--- src/rtl/sbx_pkg.sv ---
// sbx_pkg: shared types, operation codes and mask helpers for the sprite xor blitter
// used by every module of the block; depends on nothing
`timescale 1ns / 1ps
`default_nettype none

package sbx_pkg;

    localparam int SCREEN_WIDTH_DEF  = 128;
    localparam int SCREEN_HEIGHT_DEF = 64;

    localparam int PIX_W   = 128;  // widest frame row in pixels
    localparam int WORD_W  = 64;   // one frame store word
    localparam int ADDR_W  = 7;    // word address at the tallest screen
    localparam int STEP_W  = 8;    // sequencer step count
    localparam int TALLY_W = 5;

    localparam logic [TALLY_W-1:0] TALLY_MAX = 5'd31;

    localparam logic [2:0] OP_DRAW      = 3'd0;
    localparam logic [2:0] OP_CLEAR     = 3'd1;
    localparam logic [2:0] OP_SCROLL_DN = 3'd2;
    localparam logic [2:0] OP_SCROLL_RT = 3'd3;
    localparam logic [2:0] OP_SCROLL_LT = 3'd4;
    localparam logic [2:0] OP_READ      = 3'd5;

    typedef struct packed {
        logic [2:0]  op;
        logic [7:0]  x_pos;
        logic [7:0]  y_pos;
        logic [3:0]  row_index;
        logic [15:0] row_bits;
        logic        wide;
        logic        hires;
        logic [3:0]  scroll_rows;
        logic [5:0]  read_row;
        logic        read_half;
        logic        last_row;
    } t_item;

    typedef struct packed {
        logic               row_collided;
        logic [TALLY_W-1:0] flag_value;
        logic               sprite_done;
        logic [WORD_W-1:0]  read_data;
    } t_result;

    typedef struct packed {
        logic              wr_en;
        logic [ADDR_W-1:0] wr_addr;
        logic [ADDR_W-1:0] rd_addr;
        logic              clr_all;
    } t_mem_req;

    typedef struct packed {
        logic idle;
        logic last_phase;
    } t_ctrl_sts;

    // pixels left of the screen width set, leftmost pixel in the top bit
    function automatic logic [PIX_W-1:0] vis_mask(input int width);
        return ~({PIX_W{1'b1}} >> width);
    endfunction

    // every pattern bit becomes two adjacent pixels
    function automatic logic [15:0] dbl_byte(input logic [7:0] b);
        logic [15:0] d;
        for (int k = 0; k < 8; k++) begin
            d[2*k]   = b[k];
            d[2*k+1] = b[k];
        end
        return d;
    endfunction

endpackage

`default_nettype wire

--- src/rtl/sbx_mask.sv ---
// sbx_mask: places a sprite row on a 128-pixel line, with the lores copy window
// clipped at the right edge; uses sbx_pkg
`timescale 1ns / 1ps
`default_nettype none

module sbx_mask #(
    parameter int SCREEN_WIDTH = sbx_pkg::SCREEN_WIDTH_DEF
) (
    input  wire sbx_pkg::t_item              i_item,
    output logic [sbx_pkg::PIX_W-1:0]        o_pat,
    output logic [sbx_pkg::PIX_W-1:0]        o_win
);

    localparam int PW = sbx_pkg::PIX_W;
    localparam logic [PW-1:0] VIS = sbx_pkg::vis_mask(SCREEN_WIDTH);

    logic [15:0] w_pat16;
    logic [6:0]  w_sh;

    always_comb begin
        if (i_item.hires) begin
            w_pat16 = i_item.wide ? i_item.row_bits : {i_item.row_bits[7:0], 8'h00};
            w_sh    = i_item.x_pos[6:0];
        end else begin
            w_pat16 = sbx_pkg::dbl_byte(i_item.row_bits[7:0]);
            w_sh    = {i_item.x_pos[5:0], 1'b0};
        end
    end

    assign o_pat = ({w_pat16, {(PW-16){1'b0}}} >> w_sh) & VIS;

    // 32-pixel window on a 16-pixel boundary for the lower row copy
    assign o_win = ({{32{1'b1}}, {(PW-32){1'b0}}} >> {i_item.x_pos[5:3], 4'b0000}) & VIS;

endmodule

`default_nettype wire

--- src/rtl/sbx_ctrl.sv ---
// sbx_ctrl: sequencer that walks frame store words, one read a cycle, and writes
// each changed word back; uses sbx_pkg and sbx_mask
`timescale 1ns / 1ps
`default_nettype none

module sbx_ctrl #(
    parameter int SCREEN_WIDTH  = sbx_pkg::SCREEN_WIDTH_DEF,
    parameter int SCREEN_HEIGHT = sbx_pkg::SCREEN_HEIGHT_DEF
) (
    input  wire logic                        i_clk,
    input  wire logic                        i_rst_n,
    input  wire logic                        i_start,
    input  wire sbx_pkg::t_item              i_item,
    input  wire logic                        i_slot_free,
    output sbx_pkg::t_ctrl_sts               o_sts,
    output logic                             o_fin,
    output sbx_pkg::t_result                 o_res,
    output sbx_pkg::t_mem_req                o_mem_req,
    output logic [sbx_pkg::WORD_W-1:0]       o_wr_data,
    input  wire logic [sbx_pkg::WORD_W-1:0]  i_rd_data
);

    localparam int PW = sbx_pkg::PIX_W;
    localparam int WW = sbx_pkg::WORD_W;
    localparam int SW = sbx_pkg::STEP_W;
    localparam int AW = sbx_pkg::ADDR_W;
    localparam int TW = sbx_pkg::TALLY_W;

    localparam logic [1:0] ST_IDLE = 2'd0;
    localparam logic [1:0] ST_RUN  = 2'd1;
    localparam logic [1:0] ST_HOLD = 2'd2;

    localparam logic [SW-1:0] WORDS = SW'(2 * SCREEN_HEIGHT);
    localparam logic [6:0]    ROWS  = 7'(SCREEN_HEIGHT);
    localparam logic [PW-1:0] VIS   = sbx_pkg::vis_mask(SCREEN_WIDTH);
    localparam logic [WW-1:0] M0    = VIS[PW-1:WW];
    localparam logic [WW-1:0] M1    = VIS[WW-1:0];

    logic [1:0]             r_state;
    logic [SW-1:0]          r_k;
    sbx_pkg::t_item         r_item;
    logic                   r_coll;
    logic [TW-1:0]          r_tally;
    logic [WW-1:0]          r_newu0;
    logic [WW-1:0]          r_newu1;
    logic [WW-1:0]          r_hi;
    logic [WW-1:0]          r_nl;
    sbx_pkg::t_result       r_res;

    logic [TW-1:0]          n_tally;

    logic [PW-1:0]          w_pat;
    logic [PW-1:0]          w_win;
    logic [6:0]             w_row_u;
    logic [6:0]             w_row_l;
    logic [6:0]             w_rd_row;
    logic [6:0]             w_wr_row;
    logic                   w_pat_nz;
    logic                   w_up_on;
    logic                   w_lo_on;
    logic [SW-1:0]          w_last;
    logic [SW-1:0]          w_j;
    logic [SW-1:0]          w_jm1;
    logic                   w_dv;
    logic                   w_final;
    logic [SW-1:0]          w_rd_dest;
    logic [SW-1:0]          w_rd_src;
    logic [SW-1:0]          w_dn_dest;
    logic                   w_dn_zero;
    logic [WW-1:0]          w_pu;
    logic [WW-1:0]          w_wh;
    logic [WW-1:0]          w_nh;
    logic [WW-1:0]          w_nl;
    logic                   w_hit;
    logic [TW-1:0]          w_tally_inc;
    sbx_pkg::t_mem_req      w_req;
    logic [WW-1:0]          w_wdata;
    sbx_pkg::t_result       w_res;

    sbx_mask #(
        .SCREEN_WIDTH (SCREEN_WIDTH)
    ) u_mask (
        .i_item (r_item),
        .o_pat  (w_pat),
        .o_win  (w_win)
    );

    // sprite row placement
    always_comb begin
        if (r_item.hires) begin
            w_row_u = {1'b0, r_item.y_pos[5:0]} + {3'b000, r_item.row_index};
        end else begin
            w_row_u = {1'b0, r_item.y_pos[4:0], 1'b0} + {2'b00, r_item.row_index, 1'b0};
        end
    end

    assign w_row_l  = w_row_u + 7'd1;
    assign w_pat_nz = (r_item.hires && r_item.wide) ? (|r_item.row_bits)
                                                    : (|r_item.row_bits[7:0]);
    assign w_up_on  = (w_row_u < ROWS) && w_pat_nz;
    assign w_lo_on  = !r_item.hires && w_up_on && (w_row_l < ROWS);

    always_comb begin
        case (r_item.op)
            sbx_pkg::OP_DRAW:      w_last = SW'(3);
            sbx_pkg::OP_SCROLL_DN: w_last = WORDS - 1'b1;
            sbx_pkg::OP_SCROLL_RT,
            sbx_pkg::OP_SCROLL_LT: w_last = WORDS;
            default:               w_last = '0;
        endcase
    end

    // read issue runs one step ahead of the write-back
    assign w_j     = r_k - 1'b1;
    assign w_jm1   = w_j - 1'b1;
    assign w_dv    = (r_state == ST_RUN) && (r_k != '0);
    assign w_final = (r_state == ST_RUN) && (r_k == w_last + 1'b1);

    assign w_rd_row  = r_k[1] ? w_row_l : w_row_u;
    assign w_wr_row  = w_j[1] ? w_row_l : w_row_u;

    // scroll down walks the words from the bottom up
    assign w_rd_dest = WORDS - 1'b1 - r_k;
    assign w_rd_src  = w_rd_dest - {3'b000, r_item.scroll_rows, 1'b0};
    assign w_dn_dest = WORDS - 1'b1 - w_j;
    assign w_dn_zero = w_dn_dest < {3'b000, r_item.scroll_rows, 1'b0};

    assign w_pu = w_j[0] ? w_pat[WW-1:0] : w_pat[PW-1:WW];
    assign w_wh = w_j[0] ? w_win[WW-1:0] : w_win[PW-1:WW];

    assign w_nh = (r_item.op == sbx_pkg::OP_SCROLL_RT) ? {4'h0, r_hi[WW-1:4]}
                                                       : {r_hi[WW-5:0], i_rd_data[WW-1:WW-4]};
    assign w_nl = (r_item.op == sbx_pkg::OP_SCROLL_RT) ? {r_hi[3:0], i_rd_data[WW-1:4]}
                                                       : {i_rd_data[WW-5:0], 4'h0};

    always_comb begin
        w_req   = '0;
        w_wdata = '0;
        w_hit   = 1'b0;
        case (r_item.op)
            sbx_pkg::OP_DRAW: begin
                w_req.rd_addr = {w_rd_row[5:0], r_k[0]};
            end
            sbx_pkg::OP_SCROLL_DN: begin
                w_req.rd_addr = w_rd_src[AW-1:0];
            end
            sbx_pkg::OP_SCROLL_RT, sbx_pkg::OP_SCROLL_LT: begin
                w_req.rd_addr = r_k[AW-1:0];
            end
            sbx_pkg::OP_READ: begin
                w_req.rd_addr = {r_item.read_row, r_item.read_half};
            end
            default: begin
                w_req.rd_addr = '0;
            end
        endcase
        if (w_dv) begin
            case (r_item.op)
                sbx_pkg::OP_DRAW: begin
                    w_req.wr_addr = {w_wr_row[5:0], w_j[0]};
                    if (!w_j[1]) begin
                        w_wdata      = i_rd_data ^ w_pu;
                        w_req.wr_en  = w_up_on;
                        w_hit        = w_up_on && (|(i_rd_data & w_pu));
                    end else begin
                        // lower row copies the new upper row inside the window
                        w_wdata     = ((w_j[0] ? r_newu1 : r_newu0) & w_wh) | (i_rd_data & ~w_wh);
                        w_req.wr_en = w_lo_on;
                    end
                end
                sbx_pkg::OP_SCROLL_DN: begin
                    w_req.wr_addr = w_dn_dest[AW-1:0];
                    w_wdata       = w_dn_zero ? '0 : i_rd_data;
                    w_req.wr_en   = 1'b1;
                end
                sbx_pkg::OP_SCROLL_RT, sbx_pkg::OP_SCROLL_LT: begin
                    // each row half lands while the next row's same half is read
                    w_req.wr_addr = w_jm1[AW-1:0];
                    if (w_j[0]) begin
                        w_wdata     = w_nh & M0;
                        w_req.wr_en = 1'b1;
                    end else begin
                        w_wdata     = r_nl;
                        w_req.wr_en = (w_j != '0);
                    end
                end
                sbx_pkg::OP_CLEAR: begin
                    w_req.clr_all = w_final;
                end
                default: begin
                    w_req.wr_en = 1'b0;
                end
            endcase
        end
    end

    assign w_tally_inc = (r_coll && (r_tally != sbx_pkg::TALLY_MAX)) ? r_tally + 1'b1 : r_tally;
    assign n_tally     = r_item.last_row ? '0 : w_tally_inc;

    always_comb begin
        w_res = '0;
        case (r_item.op)
            sbx_pkg::OP_DRAW: begin
                w_res.row_collided = r_coll;
                w_res.flag_value   = r_item.hires ? w_tally_inc
                                                  : {{(TW-1){1'b0}}, (w_tally_inc != '0)};
                w_res.sprite_done  = r_item.last_row;
            end
            sbx_pkg::OP_READ: begin
                if ({1'b0, r_item.read_row} < ROWS) begin
                    w_res.read_data = i_rd_data & (r_item.read_half ? M1 : M0);
                end
            end
            default: begin
                w_res = '0;
            end
        endcase
    end

    always_ff @(posedge i_clk) begin
        if (i_start) begin
            r_item <= i_item;
        end
        if (w_dv && (r_item.op == sbx_pkg::OP_DRAW) && (w_j == SW'(0))) begin
            r_newu0 <= w_wdata;
        end
        if (w_dv && (r_item.op == sbx_pkg::OP_DRAW) && (w_j == SW'(1))) begin
            r_newu1 <= w_wdata;
        end
        if (w_dv && ((r_item.op == sbx_pkg::OP_SCROLL_RT) ||
                     (r_item.op == sbx_pkg::OP_SCROLL_LT))) begin
            if (w_j[0]) begin
                r_nl <= w_nl & M1;
            end else begin
                r_hi <= i_rd_data;
            end
        end
        if (w_final && !i_slot_free) begin
            r_res <= w_res;
        end
    end

    always_ff @(posedge i_clk) begin
        if (!i_rst_n) begin
            r_state <= ST_IDLE;
            r_k     <= '0;
            r_coll  <= 1'b0;
            r_tally <= '0;
        end else begin
            if (i_start) begin
                r_state <= ST_RUN;
                r_k     <= '0;
                r_coll  <= 1'b0;
            end else begin
                case (r_state)
                    ST_IDLE: begin
                        r_k <= '0;
                    end
                    ST_RUN: begin
                        if (w_final) begin
                            r_state <= i_slot_free ? ST_IDLE : ST_HOLD;
                        end else begin
                            r_k <= r_k + 1'b1;
                        end
                        if (w_hit) begin
                            r_coll <= 1'b1;
                        end
                    end
                    ST_HOLD: begin
                        if (i_slot_free) begin
                            r_state <= ST_IDLE;
                        end
                    end
                    default: begin
                        r_state <= ST_IDLE;
                    end
                endcase
            end
            if (w_final && (r_item.op == sbx_pkg::OP_DRAW)) begin
                r_tally <= n_tally;
            end
        end
    end

    assign o_sts.idle       = (r_state == ST_IDLE);
    assign o_sts.last_phase = w_final;
    assign o_fin            = (w_final || (r_state == ST_HOLD)) && i_slot_free;
    assign o_res            = (r_state == ST_HOLD) ? r_res : w_res;
    assign o_mem_req        = w_req;
    assign o_wr_data        = w_wdata;

endmodule

`default_nettype wire

--- config.mk ---
export PLATFORM = sky130hd
export DESIGN_NAME = sbx_ctrl
export DESIGN_NICKNAME = d
export VERILOG_FILES = /design/src/rtl/sbx_pkg.sv /design/src/rtl/sbx_mask.sv /design/src/rtl/sbx_ctrl.sv
export SDC_FILE = /design/constraint.sdc
export NUM_CORES = 1
export LEC_CHECK = 0
export ABC_AREA = 1
export BUFFER_PORTS_ARGS = -buffer_cell sky130_fd_sc_hd__buf_2
export CELL_PAD_IN_SITES_DETAIL_PLACEMENT = 1
export CELL_PAD_IN_SITES_GLOBAL_PLACEMENT = 1
export CORE_UTILIZATION = 48
export CTS_CLUSTER_DIAMETER = 80
export DETAILED_ROUTE_END_ITERATION = 16
export HOLD_SLACK_MARGIN = 0.03
export PLACE_DENSITY_LB_ADDON = 0.25
export SLEW_MARGIN = 30
export SYNTH_ARGS = -nofsm -noshare
export SYNTH_HDL_FRONTEND = slang
export SYNTH_SLANG_ARGS = --single-unit
--- constraint.sdc ---
create_clock -name i_clk -period 21.1 [get_ports i_clk]
set_input_delay 4.22 -clock i_clk [delete_from_list [all_inputs] [get_ports i_clk]]
set_output_delay 4.22 -clock i_clk [all_outputs]
set_load 0.01 [all_outputs]
Yosys cells after proc, flatten, opt, wreduce, memory -nomap -nowiden
Cells that the tools add are included.

Register bits: 393. Bits of input ports: 121.

Bitwise operators: 9. $add $sub $neg: 11. Eq/ne operators: 16. Reduce and logical (&&, ||, !) cells: 37. Mux-type cells: 42. Shift operators: 2. Magnitude comparators: 3.

Operators by type and width (count): 64-bit 2-to-1 mux (10); 64-bit bitwise AND (3); 64-bit case mux with 3 select lines (1); 128-bit by 7-bit >> shifter with 128-bit output (1); 128-bit by 7-bit >> shifter with 128-bit output (first input constant) (1); 71-bit 2-to-1 mux (1); 64-bit NOT (1); 64-bit bitwise OR (1); 64-bit OR reduction (1); 64-bit XOR (1); 16-bit 2-to-1 mux (2); 7-bit case mux with 4 select lines (1); 8-bit case mux with 3 select lines (1); 7-bit 2-to-1 mux (3); 7-bit case mux with 3 select lines (1); 8-bit by 1-bit adder with 8-bit output (second input constant) (2); 8-bit 2-to-1 mux (2); 8-bit case mux with 2 select lines (1); 8-bit nonzero test (2); 16-bit OR reduction (1); 1-bit logical AND (15); 5-bit 2-to-1 mux (3); 7-bit less-than comparator (second input constant) (2); 6-bit 2-to-1 mux (2); 36 further kinds (61).

Depth between registers and ports, before layout
Gate-level depths: netlist of the first run.

Word-level depth: 11. Gate-level depth with buffers: 23. Gate-level depth less buffers: 21.

Cells and area by module
Synthesis of the first run repeated with hierarchy kept, for this count alone.

Cell total of the unflattened synthesis: 3553. Area total of the unflattened synthesis: 26913.3 µm².

Modules (own cells, without submodules): sbx_ctrl (seq. area each 11731.3 µm², times used 1, cells an instance 2818, area each 22974.5 µm²); sbx_mask (seq. area each 0.0 µm², times used 1, cells an instance 735, area each 3938.8 µm²).

Worst setup path before layout of the first run
Ideal clock, no wire load.

Kind: input to output. Start: input i_rd_data[41] (netlist bit). End: output o_wr_data[41] (netlist bit). Setup slack: 11.893 ns. Data required time: 16.880 ns. Buffers on the path: 0. Data arrival time: 4.987 ns. Stages: 5. Cells stage by stage: ha_1 > o21ai_0 > o22ai_1 > a21oi_1 > a21oi_1.

Word-level cells in the longest chain between the ends: 5. Elaborated cells between the ends (all ways): 7. Those cells by class: mux (4); bitwise (3).

RTL lines: start: declaration (line sbx_ctrl.sv:20) `input wire logic [sbx_pkg::WORD_W-1:0] i_rd_data`; 64-bit bitwise AND (line sbx_ctrl.sv:167) `w_wdata = ((w_j[0] ? r_newu1 : r_newu0) & w_wh) | (i_rd_data & ~w_wh);`; 64-bit bitwise OR (line sbx_ctrl.sv:167); 64-bit 2-to-1 mux (line sbx_ctrl.sv:161) `if (!w_j[1]) begin`; 64-bit case mux with 3 select lines (*) (line sbx_ctrl.sv:158) `case (r_item.op)`; 64-bit 2-to-1 mux (*) (line sbx_ctrl.sv:157) `if (w_dv) begin`; end: declaration (line sbx_ctrl.sv:19) `output logic [sbx_pkg::WORD_W-1:0] o_wr_data,`.

Mark *: on every way between the ends. The rest lies on a longest branch, timed or not.

Worst setup path after layout of the first run
Start: input i_rd_data[40] (netlist bit). End: output o_wr_data[40] (netlist bit).

Same word-level chain as after synthesis.

==> results of run 1 <==
power by group through the flow:
stage	Sequential, mW	Clock, mW	Combinational, mW
global placement	0.888	0	0.358
finish	0.872	0.790	0.384
detailed placement	0.888	0	0.371
floorplan	0.885	0	0.234
CTS	0.872	0.794	0.376
global route	0.873	0.820	0.415
how the worst max path moves through the flow:
stage	start	end	slack [ns]	depth (start not counted)
after floorplan	i_rd_data[41]	o_wr_data[41]	11.89	5
after global placement	i_rd_data[37]	o_wr_data[37]	11.25	7
after detailed placement	i_rd_data[48]	o_wr_data[48]	11.20	9
after CTS	i_rd_data[40]	o_wr_data[40]	11.12	8
after global routing	i_rd_data[40]	o_wr_data[40]	11.10	8
final	i_rd_data[40]	o_wr_data[40]	11.07	8
worst max-delay path, stage by stage:
cell and delay, ns:
buf_2 0.15, inv_1 0.15, o21ai_0 0.24, nor2_1 0.09, o22ai_1 0.21, a21oi_1 0.09, a21oi_1 0.43, buf_2 0.22
cells by family (layout without fill, tap and decap cells):
logic type	after synthesis	after routing	share of synthesized area, %
mux	47	47	2.121
compound gates	476	476	11.66
flops	393	393	48.96
buf+inv	389	609	6.862
simple gates	1401	1401	24.93
xor+xnor	14	14	0.6421
fa+ha+maj	91	91	4.821
other cells	0	2	0
cell type report:
type                    count  area share, %
flip-flops and latches    393          43.15
repair buffers            301          6.052
inverters                 223          3.149
clock inverters            25         0.8116
multi-input cells        2029          39.20
diodes                      2        0.01855
clock buffers              60          4.536
well taps                 664          3.079
state kept, by name (all words and copies together) (netlist names):
signal / count
r_tally: 5
r_newu1: 64
r_hi: 64
r_nl: 64
r_res: 71
r_state: 2
r_k: 8
r_newu0: 64
r_coll: 1
r_item: 50
per-layer routing:
metal | GRT usage (%) | wire length (um) | vias to the layer above
met5 | 0 | 56 | -
met4 | 16.88 | 4387 | 8
met3 | 7.342 | 7255 | 260
met2 | 62.93 | 45770 | 1077
met1 | 46.30 | 37460 | 11270
li1 | - | - | 10030
layout by cell type, fill, tap and decap left out, types with 8 or more instances in the layout:
cell type / n
buf_2: 271
mux2_2: 27
nand2_1: 744
edfxtp_1: 377
clkinv_1: 15
nand4_1: 51
a21oi_1: 131
nand3_1: 216
nor2_4: 11
clkbuf_16: 46
a31oi_1: 15
a22oi_1: 8
dfxtp_1: 15
o22ai_1: 32
mux2i_1: 20
o21ai_1: 9
inv_2: 22
buf_4: 25
o211ai_1: 80
o21ai_0: 173
clkbuf_1: 12
inv_1: 193
ha_1: 90
nor4_1: 19
or2_2: 28
nor2_1: 297
through the flow:
stage	setup WS [ns]	instance area [um2]	std cells	util (%)	power (mW)
after floorplan	11.89	23780	2811	-	1.119
after global placement	11.25	25460	3608	52.12	1.246
after detailed placement	11.20	25520	3610	52.25	1.260
after CTS	11.12	26970	3695	55.20	2.042
after global routing	11.10	26970	3695	55.22	2.108
final	11.07	26980	3697	55.23	2.046
==> results.txt, run 1 <==
status: complete, no violations
Final nets: 3206
CTS root buf: clkbuf_16
Setup Viol. Count Final: 0
postcts setup bufs: 0
CTS Sinks: 393
Seq/Total Area, Yosys: 48.96%
top-area cell type share of the netlist area: 47.62%
Post-synth EDFFs: 377
Die X: 224.6 um
gr usage total: 37.34%
Fill cells: 5878
worst r2r dst: r_coll$_SDFFE_PP0P_
crit-path max FO: 5
deepest clock path buffer count: 3
Synth area leaders: edfxtp_1, nand2_1, nor2_1
RD Place Congestion: 0.9282
peak supply drop: 0.06884 mV
async set-reset flop share out of synthesis: 0%
R2R cell count: 17
global-route wire length before repair: 142200 um
Core ar.: 0.04885 mm2
drt wl/cell: 25.68 um
Gates resized, CTS repair: 0
ys flop type: edfxtp_1
CP Capture Type: output port
Post-synth top cells: nand2_1, edfxtp_1, nor2_1, nand3_1, inv_1
Pins Over Slew Limit: 0
setup_tns: 0 ns
Pre-antenna DRT Iters: 6
hold path start: r_tally[3]$_SDFFE_PN0P_
Num CTS Buffers: 46
Net Sw Power: 0.6303 mW
sequential share of power: 42.6%
Post-Route WL: 94930 um
die footprint: 0.05042 mm2
CTS tree: done
Cell Rows: 81
Final Skew: 0.02611 ns
Routed Antenna Nets: 0
Final period util: 47.55%
Min Hold Slack: 0.5099 ns
measured slew at the worst slew-check pin: 1.010 ns
PwrDens: 75.83 mW/mm2
Starting Density: 48.67%
Synth cell types: 59
Worst Path Required: 16.88 ns
Setup crit start kind: input pin
Die Ht: 224.6 um
htree depth: 2
Yosys warning count: 0
crit path DAT: 5.81 ns
P&R area growth vs syn: 13.48%
Synth area leader: edfxtp_1
initial antenna violation count: 6
internal power: 1.416 mW
slew margin rel.: 32.65%
#FFs+latches synth: 393
count leader, synth: nand2_1
FF-to-FF setup slack: 16.11 ns
layout cell share with drive strength beyond 1: 16.10%
Synth Cell Area: 0.02378 mm2
clk_lat worst skew: 0.61 ns
Vias/cell: 6.124
post-layout min period: 10.03 ns
Hold Path Stages: 2
Clk pin slew, worst setup/hold paths: 0.05 ns
DRC: 0
Fmax: 99.66 MHz
Port-buffer cells: 271
Initial DRC Count: 2131
FF/Latch Area: 0.01164 mm2
# Max-Cap Violations: 0
grt ovf: 0
largest net degree at the start of global routing: 93
Mapped Nets: 3023
post-DP HPWL: 65150 um
Final Hold Viols: 0
Leakage: 11.85 nW
mean post-synth cell area: 8.458 um2
crit path kind: input pin to output port
hold_buf cts: 0
unrepaired setup endpoints after global routing: no
Hold Crit Class: flop to flop
switch share: 30.81%
Worst Hold End: r_tally[3]$_SDFFE_PN0P_
vias: 22.64k
vias in the first global route: 23.37k
Logic pwr share: 18.8%
footprint of the multi-input gates: 0.01058 mm2
Clock power frac: 38.6%
reg2reg start: r_item[12]$_DFFE_PP_
I/O pins: 275
synthesized instance count: 2811
Power figures use the tool's default switching activity.
==> inputs of run 2 (changes only) <==
- CORE_UTILIZATION: 48 -> 41
- clock period: 21.1 -> 8.7 ns (I/O delays scaled with it)
==> run 2 against run 1 <==
  * Clock-buffer cell count down 4
  * Sequential power up 140%
  * Register-to-register slack worse by 12 ns
  * Routed wire length about the same
  * Critical endpoint is now o_wr_data[20]
==> results.txt, run 2 (synthesis results as in run 1) <==
Setup Viol. Count Final: 0
htree depth: 2
Core ar.: 0.05682 mm2
Design Area, Final: 0.02721 mm2
Gates resized, CTS repair: 0
setup_tns: 0 ns
Initial DRC Count: 1703
layout cell share with drive strength beyond 1: 16.38%
largest net degree at the start of global routing: 79
dpl ws: 2.547 ns
CTS root buf: clkbuf_16
crit path DAT: 5.04 ns
Final Skew: 0.03804 ns
Hold Crit Class: flop to flop
Leakage: 11.91 nW
Die X: 242.8 um
vias in the first global route: 22.81k
die footprint: 0.05896 mm2
measured slew at the worst slew-check pin: 1.042 ns
Worst Path Required: 6.96 ns
CP Capture Type: output port
footprint of the multi-input gates: 0.01057 mm2
Num CTS Buffers: 47
post-layout min period: 6.784 ns
crit-path max FO: 22
RD Place Congestion: 0.9463
DRC: 0
peak supply drop: 0.1438 mV
Die Ht: 242.8 um
CTS Sinks: 393
Fmax: 147.4 MHz
slew margin rel.: 30.40%
I/O pins: 275
P&R area growth vs syn: 14.44%
Cell Area, Placed: 0.02563 mm2
placed cells: 3705
Routed Antenna Nets: 0
leading cell types in the layout, fill and taps excluded: nand2_1, edfxtp_1, nor2_1
status: complete, no violations
CTS tree: done
grt ovf: 0
Vias/cell: 5.812
# Max-Cap Violations: 0
FF/Latch Area: 0.01164 mm2
clk_lat worst skew: 0.61 ns
Largest register FFs: 71
initial antenna violation count: 6
PwrDens: 187.0 mW/mm2
Pre-antenna DRT Iters: 6
Post-Route WL: 94890 um
unrepaired setup endpoints after global routing: no
Pins Over Slew Limit: 0
hold_buf cts: 0
deepest clock path buffer count: 3
Final Hold Viols: 0
postcts setup bufs: 0
final core occ: 47.88%
post-DP HPWL: 66960 um
crit path kind: flop to output port
Starting Density: 41.84%
Fill cells: 6851
final worst slack: 1.916 ns
Largest Register: r_res
most common cell after layout, fill and taps aside: nand2_1
Min Hold Slack: 0.4959 ns
Cell Rows: 87
Final nets: 3210
gr usage total: 31.87%
drt wl/cell: 25.03 um
global-route wire length before repair: 143100 um
Setup crit start kind: flop
Port-buffer cells: 271
Tot Pwr: 5.089 mW
Clk pin slew, worst setup/hold paths: 0.06 ns
Final period util: 77.98%
post-route insts no fill: 3791
vias: 22.04k
## run 2: final timing paths
check | startpoint | end | slack, ns | depth (start not counted)
worst max register to register | r_item[12]$_DFFE_PP_ | r_coll$_SDFFE_PP0P_ | 3.95 | 17
worst min register to register | r_tally[3]$_SDFFE_PN0P_ | r_tally[3]$_SDFFE_PN0P_ | 0.50 | 2
worst max-delay path | r_item[12]$_DFFE_PP_ | o_wr_data[20] | 1.92 | 15
worst min-delay path | r_tally[3]$_SDFFE_PN0P_ | r_tally[3]$_SDFFE_PN0P_ | 0.50 | 2
## run 2: power by group
| group | internal [mW] | total [mW] | leakage, nW | switching (mW) |
|---|---|---|---|---|
| registers | 2.10 | 2.11 | 3.57 | 0.0195 |
| clock network | 1.21 | 2.04 | 0.765 | 0.837 |
| logic | 0.255 | 0.931 | 7.58 | 0.675 |
| total | 3.56 | 5.09 | 11.9 | 1.53 |
## run 2: worst max-delay path, cell delays in order (launching register included)
cell,delay [ns]
edfxtp_1,0.39
inv_2,0.32
nor2_1,0.08
inv_1,0.07
nand2_1,0.44
inv_1,0.73
nand3_1,0.41
nor2_1,0.24
nand2_1,0.09
o21ai_0,0.37
ha_1,0.32
o21ai_0,0.28
o22ai_1,0.15
a21oi_1,0.19
a21oi_1,0.16
buf_2,0.21
## run 2: cell type report
| cell class | instances | share of cell area (%) |
|---|---|---|
| sequential | 393 | 42.79 |
| clock inverter | 29 | 1.343 |
| inverter | 223 | 3.118 |
| clock buffer | 56 | 4.447 |
| multi-input combinational | 2029 | 38.85 |
| timing repair buffer | 304 | 5.964 |
| tap | 756 | 3.477 |
| antenna | 1 | 0.009197 |
## run 2: routing by layer
layer	wire length, um	track usage, %	part of all wire [%]	up-vias
li1	-	-	-	10010
met1	39870	41.12	42	10980
met2	45590	54.41	48	848
met3	6161	4.909	6.5	188
met4	3188	10.58	3.4	10
met5	75	0	0.079	-
